==> config.mk <==
export PLATFORM = sky130hd
export DESIGN_NAME = aligned_stack_allocator
export DESIGN_NICKNAME = d
export VERILOG_FILES = /design/src/rtl/asa_pkg.sv /design/src/rtl/asa_ctrl.sv /design/src/rtl/asa_dp.sv /design/src/rtl/aligned_stack_allocator.sv
export VERILOG_INCLUDE_DIRS = /design/src /design/src/rtl
export SDC_FILE = /design/constraint.sdc
export NUM_CORES = 2
export LEC_CHECK = 0
export CAP_MARGIN = 15
export CORE_AREA = 2 2 545 547
export CTS_BUF_LIST = sky130_fd_sc_hd__clkbuf_8
export CTS_CLUSTER_SIZE = 24
export DETAILED_ROUTE_END_ITERATION = 7
export DIE_AREA = 0 0 547 549
export DONT_BUFFER_PORTS = 1
export SLEW_MARGIN = 20
export SYNTH_ARGS = -nofsm -noshare
export SYNTH_HDL_FRONTEND = slang
export SYNTH_SLANG_ARGS = --single-unit
==> constraint.sdc <==
create_clock -name clock -period 38.7 [get_ports clock]
set_input_delay 3.87 -clock clock [delete_from_list [all_inputs] [get_ports clock]]
set_output_delay 3.87 -clock clock [all_outputs]
set_load 0.01 [all_outputs]
==> src/rtl/aligned_stack_allocator_assert.svh <==
// Assertion helpers for the stack allocator.
// Both expect signals named clock and reset in the using scope.
`ifndef ALIGNED_STACK_ALLOCATOR_ASSERT_SVH
`define ALIGNED_STACK_ALLOCATOR_ASSERT_SVH

`ifndef SYNTHESIS

`define ASA_ASSERT(lbl, prop) \
   lbl: assert property (@(posedge clock) disable iff (reset) prop) \
      else $error("%m: assertion failed");

`define ASA_NEVER(lbl, expr) \
   lbl: assert property (@(posedge clock) disable iff (reset) !(expr)) \
      else $error("%m: forbidden condition");

`else

`define ASA_ASSERT(lbl, prop)

`define ASA_NEVER(lbl, expr)

`endif

`endif

==> src/rtl/asa_pkg.sv <==
`timescale 1ns / 1ps
`default_nettype none

package asa_pkg;

   localparam int HEADER_BYTES_DEF = 8;
   localparam int MAX_BLOCKS_DEF   = 64;
   localparam int ADDR_BITS_DEF    = 32;

   localparam int DATA_W   = 32;
   localparam int ALIGN_W  = 4;
   localparam int PAD_W    = 13;
   localparam int STATUS_W = 3;
   localparam int LIVE_W   = 7;
   localparam int CSR_IDX_W = 1;

   localparam int REQ_TDATA_W = 72;
   localparam int RSP_TDATA_W = 56;

   localparam logic [ALIGN_W-1:0] ALIGN_LOG2_MAX = 4'd12;
   localparam logic [DATA_W-1:0]  POOL_BYTES_RST = 32'd65536;

   localparam logic OP_ALLOC   = 1'b0;
   localparam logic OP_RELEASE = 1'b1;

   localparam logic [CSR_IDX_W-1:0] CSR_POOL_BASE  = 1'b0;
   localparam logic [CSR_IDX_W-1:0] CSR_POOL_BYTES = 1'b1;

   typedef enum logic [STATUS_W-1:0] {
      ST_OK      = 3'd0,
      ST_OOM     = 3'd1,
      ST_INVALID = 3'd2,
      ST_ORDER   = 3'd3,
      ST_EMPTY   = 3'd4,
      ST_FULL    = 3'd5
   } status_type;

   typedef struct packed {
      logic capture;
      logic execute;
   } cmd_type;

endpackage

`default_nettype wire

==> src/rtl/asa_ctrl.sv <==
`timescale 1ns / 1ps
`default_nettype none

`include "aligned_stack_allocator_assert.svh"

module asa_ctrl (
   input  wire             clock,
   input  wire             reset,
   input  wire             req_tvalid,
   output logic            req_tready,
   output logic            rsp_tvalid,
   input  wire             rsp_tready,
   output asa_pkg::cmd_type cmd
);

   typedef enum logic {
      IDLE,
      EXEC
   } state_type;

   state_type state_ff, state_in;
   logic      rsp_tvalid_ff, rsp_tvalid_in;

   always_comb begin
      cmd.capture   = (state_ff == IDLE) && req_tvalid;
      cmd.execute   = (state_ff == EXEC) && (!rsp_tvalid_ff || rsp_tready);
      state_in      = state_ff;
      rsp_tvalid_in = rsp_tvalid_ff && !rsp_tready;
      case (state_ff)
         IDLE: begin
            if (req_tvalid) begin
               state_in = EXEC;
            end
         end
         EXEC: begin
            if (cmd.execute) begin
               state_in      = IDLE;
               rsp_tvalid_in = 1'b1;
            end
         end
         default: begin
            state_in = IDLE;
         end
      endcase
   end

   always_ff @(posedge clock) begin
      if (reset) begin
         state_ff      <= IDLE;
         rsp_tvalid_ff <= 1'b0;
      end else begin
         state_ff      <= state_in;
         rsp_tvalid_ff <= rsp_tvalid_in;
      end
   end

   assign req_tready = (state_ff == IDLE);
   assign rsp_tvalid = rsp_tvalid_ff;

   // one request in flight at a time
   `ASA_ASSERT(a_one_in_flight, (req_tvalid && req_tready) |=> !req_tready)
   // a waiting response is never overwritten
   `ASA_NEVER(a_no_overwrite, cmd.execute && rsp_tvalid_ff && !rsp_tready)
   `ASA_ASSERT(a_exec_gives_rsp, cmd.execute |=> rsp_tvalid)

endmodule

`default_nettype wire

==> src/rtl/asa_dp.sv <==
`timescale 1ns / 1ps
`default_nettype none

`include "aligned_stack_allocator_assert.svh"

module asa_dp #(
   parameter int HEADER_BYTES = asa_pkg::HEADER_BYTES_DEF,
   parameter int MAX_BLOCKS   = asa_pkg::MAX_BLOCKS_DEF,
   parameter int ADDR_BITS    = asa_pkg::ADDR_BITS_DEF
) (
   input  wire                              clock,
   input  wire                              reset,
   input  asa_pkg::cmd_type                 cmd,
   input  wire                              csr_we,
   input  wire [asa_pkg::CSR_IDX_W-1:0]     csr_index,
   input  wire [asa_pkg::DATA_W-1:0]        csr_wdata,
   input  wire                              op,
   input  wire [asa_pkg::DATA_W-1:0]        request_bytes,
   input  wire [asa_pkg::ALIGN_W-1:0]       align_log2,
   input  wire [asa_pkg::DATA_W-1:0]        release_address,
   output logic [asa_pkg::DATA_W-1:0]       block_address,
   output logic [asa_pkg::PAD_W-1:0]        padding,
   output asa_pkg::status_type              status,
   output logic [asa_pkg::LIVE_W-1:0]       live_blocks
);

   localparam int IW = (MAX_BLOCKS > 1) ? $clog2(MAX_BLOCKS) : 1;
   localparam int CW = $clog2(MAX_BLOCKS + 1);
   localparam int XW = (ADDR_BITS > asa_pkg::DATA_W) ? ADDR_BITS : asa_pkg::DATA_W;
   localparam int PW = asa_pkg::PAD_W + 1;
   localparam int MW = asa_pkg::PAD_W + ADDR_BITS;
   localparam int SW = asa_pkg::DATA_W + 2;
   localparam logic [PW-1:0] HDR = PW'(HEADER_BYTES);
   localparam logic [CW-1:0] MAX_CNT = CW'(MAX_BLOCKS);

   // configuration
   logic [asa_pkg::DATA_W-1:0] pool_base_ff, pool_bytes_ff;

   // allocator state
   logic [asa_pkg::DATA_W-1:0] top_offset_ff, top_offset_in;
   logic [CW-1:0]              count_ff, count_in;
   logic [MW-1:0]              stack_mem [MAX_BLOCKS];

   // captured request
   logic                       op_ff;
   logic [asa_pkg::DATA_W-1:0] req_bytes_ff, rel_ff;
   logic [asa_pkg::ALIGN_W-1:0] align_ff;
   logic [ADDR_BITS-1:0]       top_addr_ff;
   logic [asa_pkg::DATA_W:0]   top_req_ff;
   logic [MW-1:0]              rd_data_ff;

   // results
   logic [asa_pkg::DATA_W-1:0] rsp_addr_ff, rsp_addr_in;
   logic [asa_pkg::PAD_W-1:0]  rsp_pad_ff, rsp_pad_in;
   asa_pkg::status_type        rsp_status_ff, rsp_status_in;
   logic [asa_pkg::LIVE_W-1:0] rsp_live_ff;

   logic [XW-1:0]        top_sum;
   logic [CW-1:0]        count_dec;
   logic [IW-1:0]        rd_idx, wr_idx;
   logic                 wr_en;
   logic [PW-1:0]        mask, adj, gap, rounded, pad;
   logic [SW-1:0]        end_sum;
   logic [ADDR_BITS-1:0] aligned, rel_a, stk_addr, restored;
   logic [XW-1:0]        aligned_x, rel_x, restored_x;
   logic [asa_pkg::PAD_W-1:0] stk_pad;
   logic                 invalid, full, oom, empty, order;

   always_comb begin
      top_sum   = XW'(pool_base_ff) + XW'(top_offset_ff);
      count_dec = count_ff - 1'b1;
      rd_idx    = count_dec[IW-1:0];
      wr_idx    = count_ff[IW-1:0];
   end

   // allocate path
   always_comb begin
      mask    = (PW'(1) << align_ff) - 1'b1;
      adj     = (~top_addr_ff[PW-1:0] + 1'b1) & mask;
      gap     = HDR - adj;
      rounded = ((gap + mask) >> align_ff) << align_ff;
      pad     = (adj < HDR) ? (adj + rounded) : adj;
      end_sum = SW'(top_req_ff) + SW'(pad);
      aligned = top_addr_ff + ADDR_BITS'(pad);
      aligned_x = XW'(aligned);
      invalid = (req_bytes_ff == '0) || (align_ff > asa_pkg::ALIGN_LOG2_MAX);
      full    = (count_ff >= MAX_CNT);
      oom     = (end_sum > SW'(pool_bytes_ff));
   end

   // release path
   always_comb begin
      rel_x      = XW'(rel_ff);
      rel_a      = rel_x[ADDR_BITS-1:0];
      stk_addr   = rd_data_ff[ADDR_BITS-1:0];
      stk_pad    = rd_data_ff[MW-1 -: asa_pkg::PAD_W];
      restored   = rel_a - ADDR_BITS'(stk_pad);
      restored_x = XW'(restored);
      empty      = (count_ff == '0);
      order      = (stk_addr != rel_a);
   end

   always_comb begin
      rsp_addr_in   = '0;
      rsp_pad_in    = '0;
      rsp_status_in = asa_pkg::ST_OK;
      top_offset_in = top_offset_ff;
      count_in      = count_ff;
      wr_en         = 1'b0;
      if (op_ff == asa_pkg::OP_ALLOC) begin
         if (invalid) begin
            rsp_status_in = asa_pkg::ST_INVALID;
         end else if (full) begin
            rsp_status_in = asa_pkg::ST_FULL;
         end else if (oom) begin
            rsp_status_in = asa_pkg::ST_OOM;
         end else begin
            rsp_addr_in   = aligned_x[asa_pkg::DATA_W-1:0];
            rsp_pad_in    = pad[asa_pkg::PAD_W-1:0];
            top_offset_in = end_sum[asa_pkg::DATA_W-1:0];
            count_in      = count_ff + 1'b1;
            wr_en         = 1'b1;
         end
      end else begin
         if (empty) begin
            rsp_status_in = asa_pkg::ST_EMPTY;
         end else if (order) begin
            rsp_status_in = asa_pkg::ST_ORDER;
         end else begin
            rsp_addr_in   = restored_x[asa_pkg::DATA_W-1:0];
            rsp_pad_in    = stk_pad;
            top_offset_in = restored_x[asa_pkg::DATA_W-1:0] - pool_base_ff;
            count_in      = count_dec;
         end
      end
   end

   always_ff @(posedge clock) begin
      if (reset) begin
         pool_base_ff  <= '0;
         pool_bytes_ff <= asa_pkg::POOL_BYTES_RST;
         top_offset_ff <= '0;
         count_ff      <= '0;
         rsp_addr_ff   <= '0;
         rsp_pad_ff    <= '0;
         rsp_status_ff <= asa_pkg::ST_OK;
         rsp_live_ff   <= '0;
      end else begin
         if (csr_we && (csr_index == asa_pkg::CSR_POOL_BASE)) begin
            pool_base_ff <= csr_wdata;
         end
         if (csr_we && (csr_index == asa_pkg::CSR_POOL_BYTES)) begin
            pool_bytes_ff <= csr_wdata;
         end
         if (cmd.execute) begin
            top_offset_ff <= top_offset_in;
            count_ff      <= count_in;
            rsp_addr_ff   <= rsp_addr_in;
            rsp_pad_ff    <= rsp_pad_in;
            rsp_status_ff <= rsp_status_in;
            rsp_live_ff   <= asa_pkg::LIVE_W'(count_in);
         end
      end
   end

   always_ff @(posedge clock) begin
      if (cmd.capture) begin
         op_ff        <= op;
         req_bytes_ff <= request_bytes;
         align_ff     <= align_log2;
         rel_ff       <= release_address;
         top_addr_ff  <= top_sum[ADDR_BITS-1:0];
         top_req_ff   <= (asa_pkg::DATA_W + 1)'(top_offset_ff) +
                         (asa_pkg::DATA_W + 1)'(request_bytes);
         rd_data_ff   <= stack_mem[rd_idx];
      end
      if (cmd.execute && wr_en) begin
         stack_mem[wr_idx] <= {pad[asa_pkg::PAD_W-1:0], aligned};
      end
   end

   assign block_address = rsp_addr_ff;
   assign padding       = rsp_pad_ff;
   assign status        = rsp_status_ff;
   assign live_blocks   = rsp_live_ff;

   `ASA_ASSERT(a_count_bound, count_ff <= MAX_CNT)
   `ASA_ASSERT(a_alloc_push, (cmd.execute && (op_ff == asa_pkg::OP_ALLOC) && (rsp_status_in == asa_pkg::ST_OK)) |=> (count_ff == CW'($past(count_ff) + 1'b1)))
   `ASA_ASSERT(a_err_zero, (rsp_status_ff != asa_pkg::ST_OK) |-> ((rsp_addr_ff == '0) && (rsp_pad_ff == '0)))
   `ASA_ASSERT(a_err_keeps_top, (cmd.execute && (rsp_status_in != asa_pkg::ST_OK)) |=> ($stable(top_offset_ff) && $stable(count_ff)))

endmodule

`default_nettype wire

==> src/rtl/aligned_stack_allocator.sv <==
`timescale 1ns / 1ps
`default_nettype none

// LIFO allocator over the pool [pool_base, pool_base + pool_bytes). Each request has a
// capture step, which takes the operands and reads the top entry of the allocation stack
// memory, and a commit step, which computes padding, bounds and order checks and commits
// the new top. A request is taken whenever the controller is idle, also while the
// previous response still waits; the response register holds until rsp_tready, which
// stalls the commit step. No clearing pass after reset. Write pool_base and pool_bytes
// only while no request is outstanding.
module aligned_stack_allocator #(
   parameter int HEADER_BYTES = asa_pkg::HEADER_BYTES_DEF,
   parameter int MAX_BLOCKS   = asa_pkg::MAX_BLOCKS_DEF,
   parameter int ADDR_BITS    = asa_pkg::ADDR_BITS_DEF
) (
   input  wire                               clock,
   input  wire                               reset,
   input  wire                               csr_we,
   input  wire [asa_pkg::CSR_IDX_W-1:0]      csr_index,
   input  wire [asa_pkg::DATA_W-1:0]         csr_wdata,
   input  wire                               req_tvalid,
   output logic                              req_tready,
   // request_bytes[31:0], align_log2[35:32], release_address[67:36]
   input  wire [asa_pkg::REQ_TDATA_W-1:0]    req_tdata,
   // op[0]
   input  wire [0:0]                         req_tuser,
   output logic                              rsp_tvalid,
   input  wire                               rsp_tready,
   // block_address[31:0], padding[44:32], live_blocks[51:45]
   output logic [asa_pkg::RSP_TDATA_W-1:0]   rsp_tdata,
   // status[2:0]
   output logic [asa_pkg::STATUS_W-1:0]      rsp_tuser
);

   asa_pkg::cmd_type                 cmd;
   logic [asa_pkg::DATA_W-1:0]       block_address;
   logic [asa_pkg::PAD_W-1:0]        padding;
   asa_pkg::status_type              status;
   logic [asa_pkg::LIVE_W-1:0]       live_blocks;

   asa_ctrl u_ctrl (
      .clock      (clock),
      .reset      (reset),
      .req_tvalid (req_tvalid),
      .req_tready (req_tready),
      .rsp_tvalid (rsp_tvalid),
      .rsp_tready (rsp_tready),
      .cmd        (cmd)
   );

   asa_dp #(
      .HEADER_BYTES (HEADER_BYTES),
      .MAX_BLOCKS   (MAX_BLOCKS),
      .ADDR_BITS    (ADDR_BITS)
   ) u_dp (
      .clock           (clock),
      .reset           (reset),
      .cmd             (cmd),
      .csr_we          (csr_we),
      .csr_index       (csr_index),
      .csr_wdata       (csr_wdata),
      .op              (req_tuser[0]),
      .request_bytes   (req_tdata[31:0]),
      .align_log2      (req_tdata[35:32]),
      .release_address (req_tdata[67:36]),
      .block_address   (block_address),
      .padding         (padding),
      .status          (status),
      .live_blocks     (live_blocks)
   );

   assign rsp_tdata = {4'b0000, live_blocks, padding, block_address};
   assign rsp_tuser = status;

endmodule

`default_nettype wire

# ---- After elaboration in Yosys (flattened, before gate mapping)
# Memory sizes are Yosys's and may differ from the RTL's. A register that Yosys moved wholly into a read port is not among the register bits.
# Index checks and enable logic that the tools add are counted.
dict set report totals {
  ramBits 2880
  word_cells 101
  mem_count 1
  regBits 287
  output_inout_bits 61
  in_bits 111
}
# memory words width read_ports rd_clocked_by_memory_dff write_ports line
set memory_table {}
lappend memory_table {u_dp.stack_mem 64 45 1 1 1 asa_dp.sv:42} ;# logic [MW-1:0] stack_mem [MAX_BLOCKS];
dict set report op_classes {
  shifts 3
  n_bitwise 4
  muxes 42
  add_sub_neg 13
  n_reduce_logical 13
  n_eq_ne 6
  n_lt_le_gt_ge 4
}
# op n
set op_table {}
lappend op_table {{32-bit 2-to-1 mux} 12}
lappend op_table {{13-bit 2-to-1 mux} 6}
lappend op_table {{7-bit 2-to-1 mux} 6}
lappend op_table {{33-bit by 14-bit adder with 34-bit output} 1}
lappend op_table {{34-bit by 32-bit > comparator with 1-bit output} 1}
lappend op_table {{32-bit by 32-bit adder with 33-bit output} 1}
lappend op_table {{32-bit by 14-bit adder with 32-bit output} 1}
lappend op_table {{32-bit adder} 1}
lappend op_table {{32-bit zero test} 1}
lappend op_table {{32-bit != test} 1}
lappend op_table {{32-bit by 13-bit subtractor with 32-bit output} 1}
lappend op_table {{32-bit subtractor} 1}
lappend op_table {{14-bit adder} 2}
lappend op_table {{14-bit by 1-bit adder with 14-bit output, second input constant} 1}
lappend op_table {{14-bit AND} 1}
lappend op_table {{14-bit by 4-bit less-than comparator with 1-bit output, second input constant} 1}
lappend op_table {{14-bit 2-to-1 mux} 1}
lappend op_table {{14-bit NOT} 1}
lappend op_table {{1-bit by 4-bit left shift with 14-bit output, first input constant} 1}
lappend op_table {{14-bit by 4-bit left shift with 14-bit output} 1}
lappend op_table {{14-bit by 4-bit >> shifter with 14-bit output} 1}
lappend op_table {{14-bit by 1-bit subtractor with 14-bit output, second input constant} 1}
lappend op_table {{4-bit by 14-bit subtractor with 14-bit output, first input constant} 1}
lappend op_table {{3-bit 2-to-1 mux} 4}
lappend op_table {{other kinds (15)} 36}

# ---- Longest topological paths before layout
dict set report depth {
  ltp_word 18
  mapped_depth 59
}

# ---- Modules after synthesis
# Synthesis repeated with hierarchy kept, for this count alone.
dict set report hier_totals {
  cells_unflattened 6831
  hier_area_um2 132893.7
}
# mod n_inst area_per_inst_um2 cells_each seq_area_each_um2
set modules_own_cells {}
lappend modules_own_cells {asa_dp 1 132772.3 6817 94881.0}
lappend modules_own_cells {asa_ctrl 1 87.6 9 40.0}
lappend modules_own_cells {aligned_stack_allocator 1 33.8 5 0.0}

# ---- Worst setup path before layout
# Ideal clock, no wire load.
dict set report synth_path {
  kind {reg2reg}
  start {reg u_dp.align_ff[3] (netlist bit)}
  end {mem u_dp.stack_mem[40][0] (netlist bit), enable pin}
  n_path_buf 4
  required_time_ns 38.252
  period_less_slack_ns 13.842
  stages_incl_launch_ff 52
  slack_ns 24.858
  arrival_ns 13.394
  setup_ns 0.448
  cell_sequence {edfxtp_1 > clkbuf_1 > nor2_1 > nand2_1 > ha_1 > or2_2 > ha_1 > fa_1 > a211oi_1 > o211ai_1 > a31oi_1 > o21bai_1 > xor2_2 > xor2_1 > nor2_2 > o221a_2 > or2_2 > a31oi_1 > (+16 left out) > o21ai_0 > a2bb2o_1 > clkbuf_1 > nand3_1 > xnor2_1 > ha_1 > and3_1 > nand3_1 > nor4_1 > a31oi_1 > o21ai_0 > a21oi_1 > a211oi_2 > and2_1 > buf_2 > buf_2 > nand4b_1 > nor2_1}
}
dict set report synth_between {
  elab_chain_len 18
  elab_cells_between_ends 21
  cone_classes {add/sub (5); order compare (3); shift (3); mux (7); bitwise (1); reduce/logical (2)}
}
# item line
set synth_lines {}
lappend synth_lines {{start: declaration} asa_dp.sv:47} ;# logic [asa_pkg::ALIGN_W-1:0] align_ff;
lappend synth_lines {{start signal: assignment} asa_dp.sv:170} ;# align_ff <= align_log2;
lappend synth_lines {{1-bit by 4-bit left shift with 14-bit output} asa_dp.sv:78} ;# mask = (PW'(1) << align_ff) - 1'b1;
lappend synth_lines {{14-bit by 1-bit subtractor with 14-bit output} asa_dp.sv:78}
lappend synth_lines {{14-bit AND} asa_dp.sv:79} ;# adj = (~top_addr_ff[PW-1:0] + 1'b1) & mask;
lappend synth_lines {{4-bit by 14-bit subtractor with 14-bit output} asa_dp.sv:80} ;# gap = HDR - adj;
lappend synth_lines {{14-bit adder} asa_dp.sv:81} ;# rounded = ((gap + mask) >> align_ff) << align_ff;
lappend synth_lines {{14-bit by 4-bit >> shifter with 14-bit output} asa_dp.sv:81}
lappend synth_lines {{14-bit by 4-bit left shift with 14-bit output} asa_dp.sv:81}
lappend synth_lines {{14-bit adder} asa_dp.sv:82} ;# pad = (adj < HDR) ? (adj + rounded) : adj;
lappend synth_lines {{(+1 left out)} --}
lappend synth_lines {{named net u_dp.pad[12]} asa_dp.sv:62} ;# logic [PW-1:0] mask, adj, gap, rounded, pad;
lappend synth_lines {{(+1 left out)} --}
lappend synth_lines {{34-bit by 32-bit > comparator with 1-bit output *} asa_dp.sv:88} ;# oom = (end_sum > SW'(pool_bytes_ff));
lappend synth_lines {{1-bit 2-to-1 mux *} asa_dp.sv:115} ;# end else if (oom) begin
lappend synth_lines {{1-bit 2-to-1 mux *} asa_dp.sv:113} ;# end else if (full) begin
lappend synth_lines {{1-bit 2-to-1 mux *} asa_dp.sv:111} ;# if (invalid) begin
lappend synth_lines {{1-bit 2-to-1 mux *} asa_dp.sv:110} ;# if (op_ff == asa_pkg::OP_ALLOC) begin
lappend synth_lines {{1-bit logical AND *} asa_dp.sv:177} ;# if (cmd.execute && wr_en) begin
lappend synth_lines {{1-bit 2-to-1 mux *} asa_dp.sv:177}
lappend synth_lines {{1-bit 2-to-1 mux (implied by the code) *} asa_dp.sv:178} ;# stack_mem[wr_idx] <= {pad[asa_pkg::PAD_W-1:0], aligned};
lappend synth_lines {{end: declaration} asa_dp.sv:42}
# Mark *: on every way through the listed nets, which the timed path passes. The rest lies on a longest branch.

# ---- Final worst setup path
dict set report layout_path {
  start {reg u_dp.align_ff[2] (netlist bit)}
  end {mem u_dp.stack_mem[47][3] (netlist bit), enable pin}
}
# The elaborated chain is that of the path after synthesis.

==> metrics.csv <==
stage;metric;value;unit
run_status;status;finished clean;
synthesis;synth warn;0;
min_path;Hold Crit Depth;2;
placement;GP Congestion;0.8811;
final_layout;Reg area;0.09492;mm^2
global_route;antenna violations before repair;14;
synthesis;synthesized area;0.1317;mm^2
floorplanning;full die area;0.3003;mm^2
detailed_routing;DRC Markers;0;
synthesis;synthesized flop and latch total;3212;
timing;Final Setup Violations;0;
placement;port bufs;0;
timing;setup tns final;0;ns
min_path;Hold Crit Class;register to register;
clock_network;CTS Sinks;3212;
global_route;first-pass GRT wire length;525.8;mm
final_layout;area occupied by multi-input gates;0.03595;mm^2
clock_network;clk slew on worst S/H paths;0.07;ns
synthesis;main combinational cell family by area after synthesis;multiplexers;
synthesis;top cells by area, synth;edfxtp_1, mux4_2, dfxtp_1;
placement;pre-CTS WS;22.31;ns
final_layout;final core occ;50.07;%
clock_network;Post-CTS Hold Fix Bufs;0;
floorplanning;Die W;547;um
detailed_routing;final wirelength;377.8;mm
global_route;GRT overflow;0;
timing;Max Slew Vio Count;0;
power;Peak VDD IR;33.62;uV
timing;Final Hold Viols;0;
synthesis;post-synthesis mux area share;16.31;%
synthesis;Post-Synth Simple-Gate Area;3.207;%
detailed_routing;Routed Antenna Nets;0;
power;Leakage;46.87;nW
synthesis;syn_area_per_cell;19.59;um^2
synthesis;Adder-Cell Fraction of Synth Area;1.993;%
final_layout;fillers;23677;
setup_path;critical path's slowest cell;nor2_4;
setup_path;reg-to-reg slack, setup;22.01;ns
setup_path;slowest stage delay, CP;1.16;ns
timing;RSZ-0062 raised after global routing;false;
setup_path;CP startpoint kind;register;
global_route;vias in the first global route;70207;
floorplanning;I/O Pins;172;
setup_path;Critical Path RT;39.41;ns
synthesis;Synth Area in Compound Gates;3.538;%
timing;Final WS setup;22.01;ns
setup_path;Setup CP Type;register to register;
setup_path;reg-to-reg startpoint;u_dp.align_ff[2];
detailed_routing;Vias;70073;
timing;Slew @ Worst Pin;1.188;ns
placement;HPWL Detailed;212.3;mm
final_layout;Layout area overhead;12.15;%
clock_network;clk buf depth;4;
synthesis;synth unique cells;83;
timing;post-route minimum period;16.69;ns
timing;Clock Skews;0.1194;ns
setup_path;worst reg2reg path depth;52;
clock_network;PostCTS Resize Cnt;0;
timing;relative slew slack;20.56;%
final_layout;Final nets;7464;
detailed_routing;Via density;6.101;
setup_path;critical path startpoint;u_dp.align_ff[2];
detailed_routing;Starting DRT DRC Count;8991;
synthesis;Yosys top cell by area;edfxtp_1;
setup_path;CP Max Fanout;66;
global_route;pin count of the biggest net entering global routing;145;
setup_path;Data arrival, critical path;17.39;ns
synthesis;Post-synth EDFFs;3059;
floorplanning;Die Y;549;um
synthesis;main flop type after synthesis;edfxtp_1;
global_route;GRT Total Usage;24.83;%
floorplanning;total core area;0.2950;mm^2
final_layout;share of layout cells above drive strength 1;25.89;%
clock_network;worst skew pair latency;1.19;ns
floorplanning;Initial Util;44.64;%
clock_network;CTS tree;yes;
clock_network;CTS H-Tree Depth;6;
synthesis;Synth Area in XOR/XNOR;1.502;%
detailed_routing;wire length per cell;32.89;um
synthesis;Synth top area share;69.74;%
timing;Peak Freq;59.92;MHz
min_path;hold path endpoint;u_dp.pool_bytes_ff[6];
min_path;worst hold path startpoint;u_dp.pool_bytes_ff[6];
setup_path;FF-to-FF End;u_dp.stack_mem[47][3];
final_layout;most common cell after layout, fill and taps aside;edfxtp_1;
floorplanning;number of core rows;200;
setup_path;Crit. End Element;register;
synthesis;register area share after synthesis;72.07;%
detailed_routing;Pre-antenna DRT Iters;7;
flow_run;maxcap violations;0;
clock_network;Post-CTS Setup Repair Bufs;0;
synthesis;Post-Syn Instances;6725;
clock_network;root buffer cell;clkbuf_8;
timing;Final period util;43.12;%
final_layout;most frequent cells in the layout;edfxtp_1, mux4_2, clkbuf_8;
clock_network;TritonCTS buffer count;535;
synthesis;async set-or-reset flop fraction in the synthesized netlist;0;%
power;pwr/cell area;51.38;mW/mm^2
-- per-stage QoR --
step	area, um^2	total power (W)	instances	hold WS, ns
final	147700	0.007591	11485	0.4544
after CTS	147700	0.007639	11477	0.4510
after detailed placement	137900	0.004877	10548	0.4424
after floorplan	131700	0.004582	6730	0.4363
after global routing	147700	0.007848	11480	0.4661
after global placement	137900	0.004854	10548	0.4426
-- how the worst max path moves through the flow --
| stage | endpoint | slack [ns] | depth (start not counted) |
|---|---|---|---|
| after floorplan | u_dp.stack_mem[40][0] | 24.86 | 51 |
| after global placement | u_dp.stack_mem[47][3] | 22.41 | 52 |
| after detailed placement | u_dp.stack_mem[47][3] | 22.31 | 52 |
| after CTS | u_dp.stack_mem[47][3] | 22.11 | 52 |
| after global routing | u_dp.stack_mem[47][3] | 21.02 | 54 |
| final | u_dp.stack_mem[47][3] | 22.01 | 52 |
-- flip-flops by register name, summed over array words and instances (netlist names) --
register            count
u_dp.top_addr_ff       32
u_dp.req_bytes_ff      32
u_dp.block_address     32
u_dp.pool_base_ff      32
u_dp.top_req_ff        33
u_dp.status             3
u_dp.rel_a             32
u_dp.padding           13
u_dp.stack_mem       2880
u_dp.top_offset_ff     32
u_ctrl.rsp_tvalid       1
u_dp.rd_data_ff        45
u_dp.op_ff              1
u_dp.count_ff           7
u_dp.align_ff           4
u_ctrl.state_ff         1
u_dp.pool_bytes_ff     32
-- cell families (layout without fill, tap and decap cells) --
family	after synthesis	in the layout
AND/OR/NAND/NOR	918	918
multiplexers	965	965
AO/OA/AOI/OAI	722	722
flip-flops	3212	3212
XOR/XNOR	225	225
adder cells (fa/ha/maj)	205	205
other	2	13
buffers and inverters	476	1286
-- metal layers --
layer / up-vias / wire length, um / part of all wire, % / global-route usage, %
li1: 28597 / - / - / -
met5: - / 32 / 0.0085 / 0
met2: 3252 / 185100 / 49 / 40.62
met1: 37608 / 149500 / 40 / 33.95
met3: 610 / 31660 / 8.4 / 4.430
met4: 6 / 11520 / 3.1 / 7.964
-- synth_stat cells (6+ instances only) --
cell type / number
a31o_2: 6
edfxtp_1: 3059
xnor2_1: 131
mux2i_1: 17
a211oi_1: 50
a21oi_1: 228
xor2_1: 93
a221oi_1: 31
or2_2: 15
o2111ai_1: 6
o211a_1: 6
a31oi_1: 22
and2_1: 17
nor2_1: 295
a21o_1: 67
nor3_1: 52
dfxtp_1: 153
nor4_1: 28
buf_2: 9
o21a_1: 32
or3_1: 25
nand3b_1: 7
mux4_2: 945
buf_1: 59
clkbuf_1: 242
o211ai_1: 22
a21boi_0: 7
o31ai_1: 10
nand2_1: 292
and3_1: 34
o21ai_0: 138
a22oi_1: 18
nand2b_1: 26
o21bai_1: 14
nand4_1: 19
ha_1: 197
fa_1: 8
nor2b_1: 26
inv_1: 161
nand3_1: 56
-- report_power, final --
part / total, W / switching [W] / internal [W]
combinational: 0.000803 / 0.000533 / 0.000270
sequential: 0.00401 / 0.0000335 / 0.00397
clock: 0.00278 / 0.00140 / 0.00138
total: 0.00759 / 0.00197 / 0.00562
-- worst max-delay path, delay by kind of cell, from the launching register on --
family | cells | cell delay [ns]
and+or+nand+nor | 16 | 5.22
AOI/OAI and AO/OA | 21 | 4.72
buffers and inverters | 5 | 2.29
adders and majority gates | 6 | 2.22
xor gates and xnor gates | 4 | 0.93
DFF | 1 | 0.67
-- final cells by class --
class	instances	area share, %
inverters	162	0.4116
well taps	3939	3.336
diodes	6	0.01016
repair buffers	195	1.069
multi-input cells	3042	24.34
clock buffers	543	5.059
flip-flops and latches	3212	64.26
clock inverters	386	1.518
No activity file was read; power rests on OpenSTA's default activity.
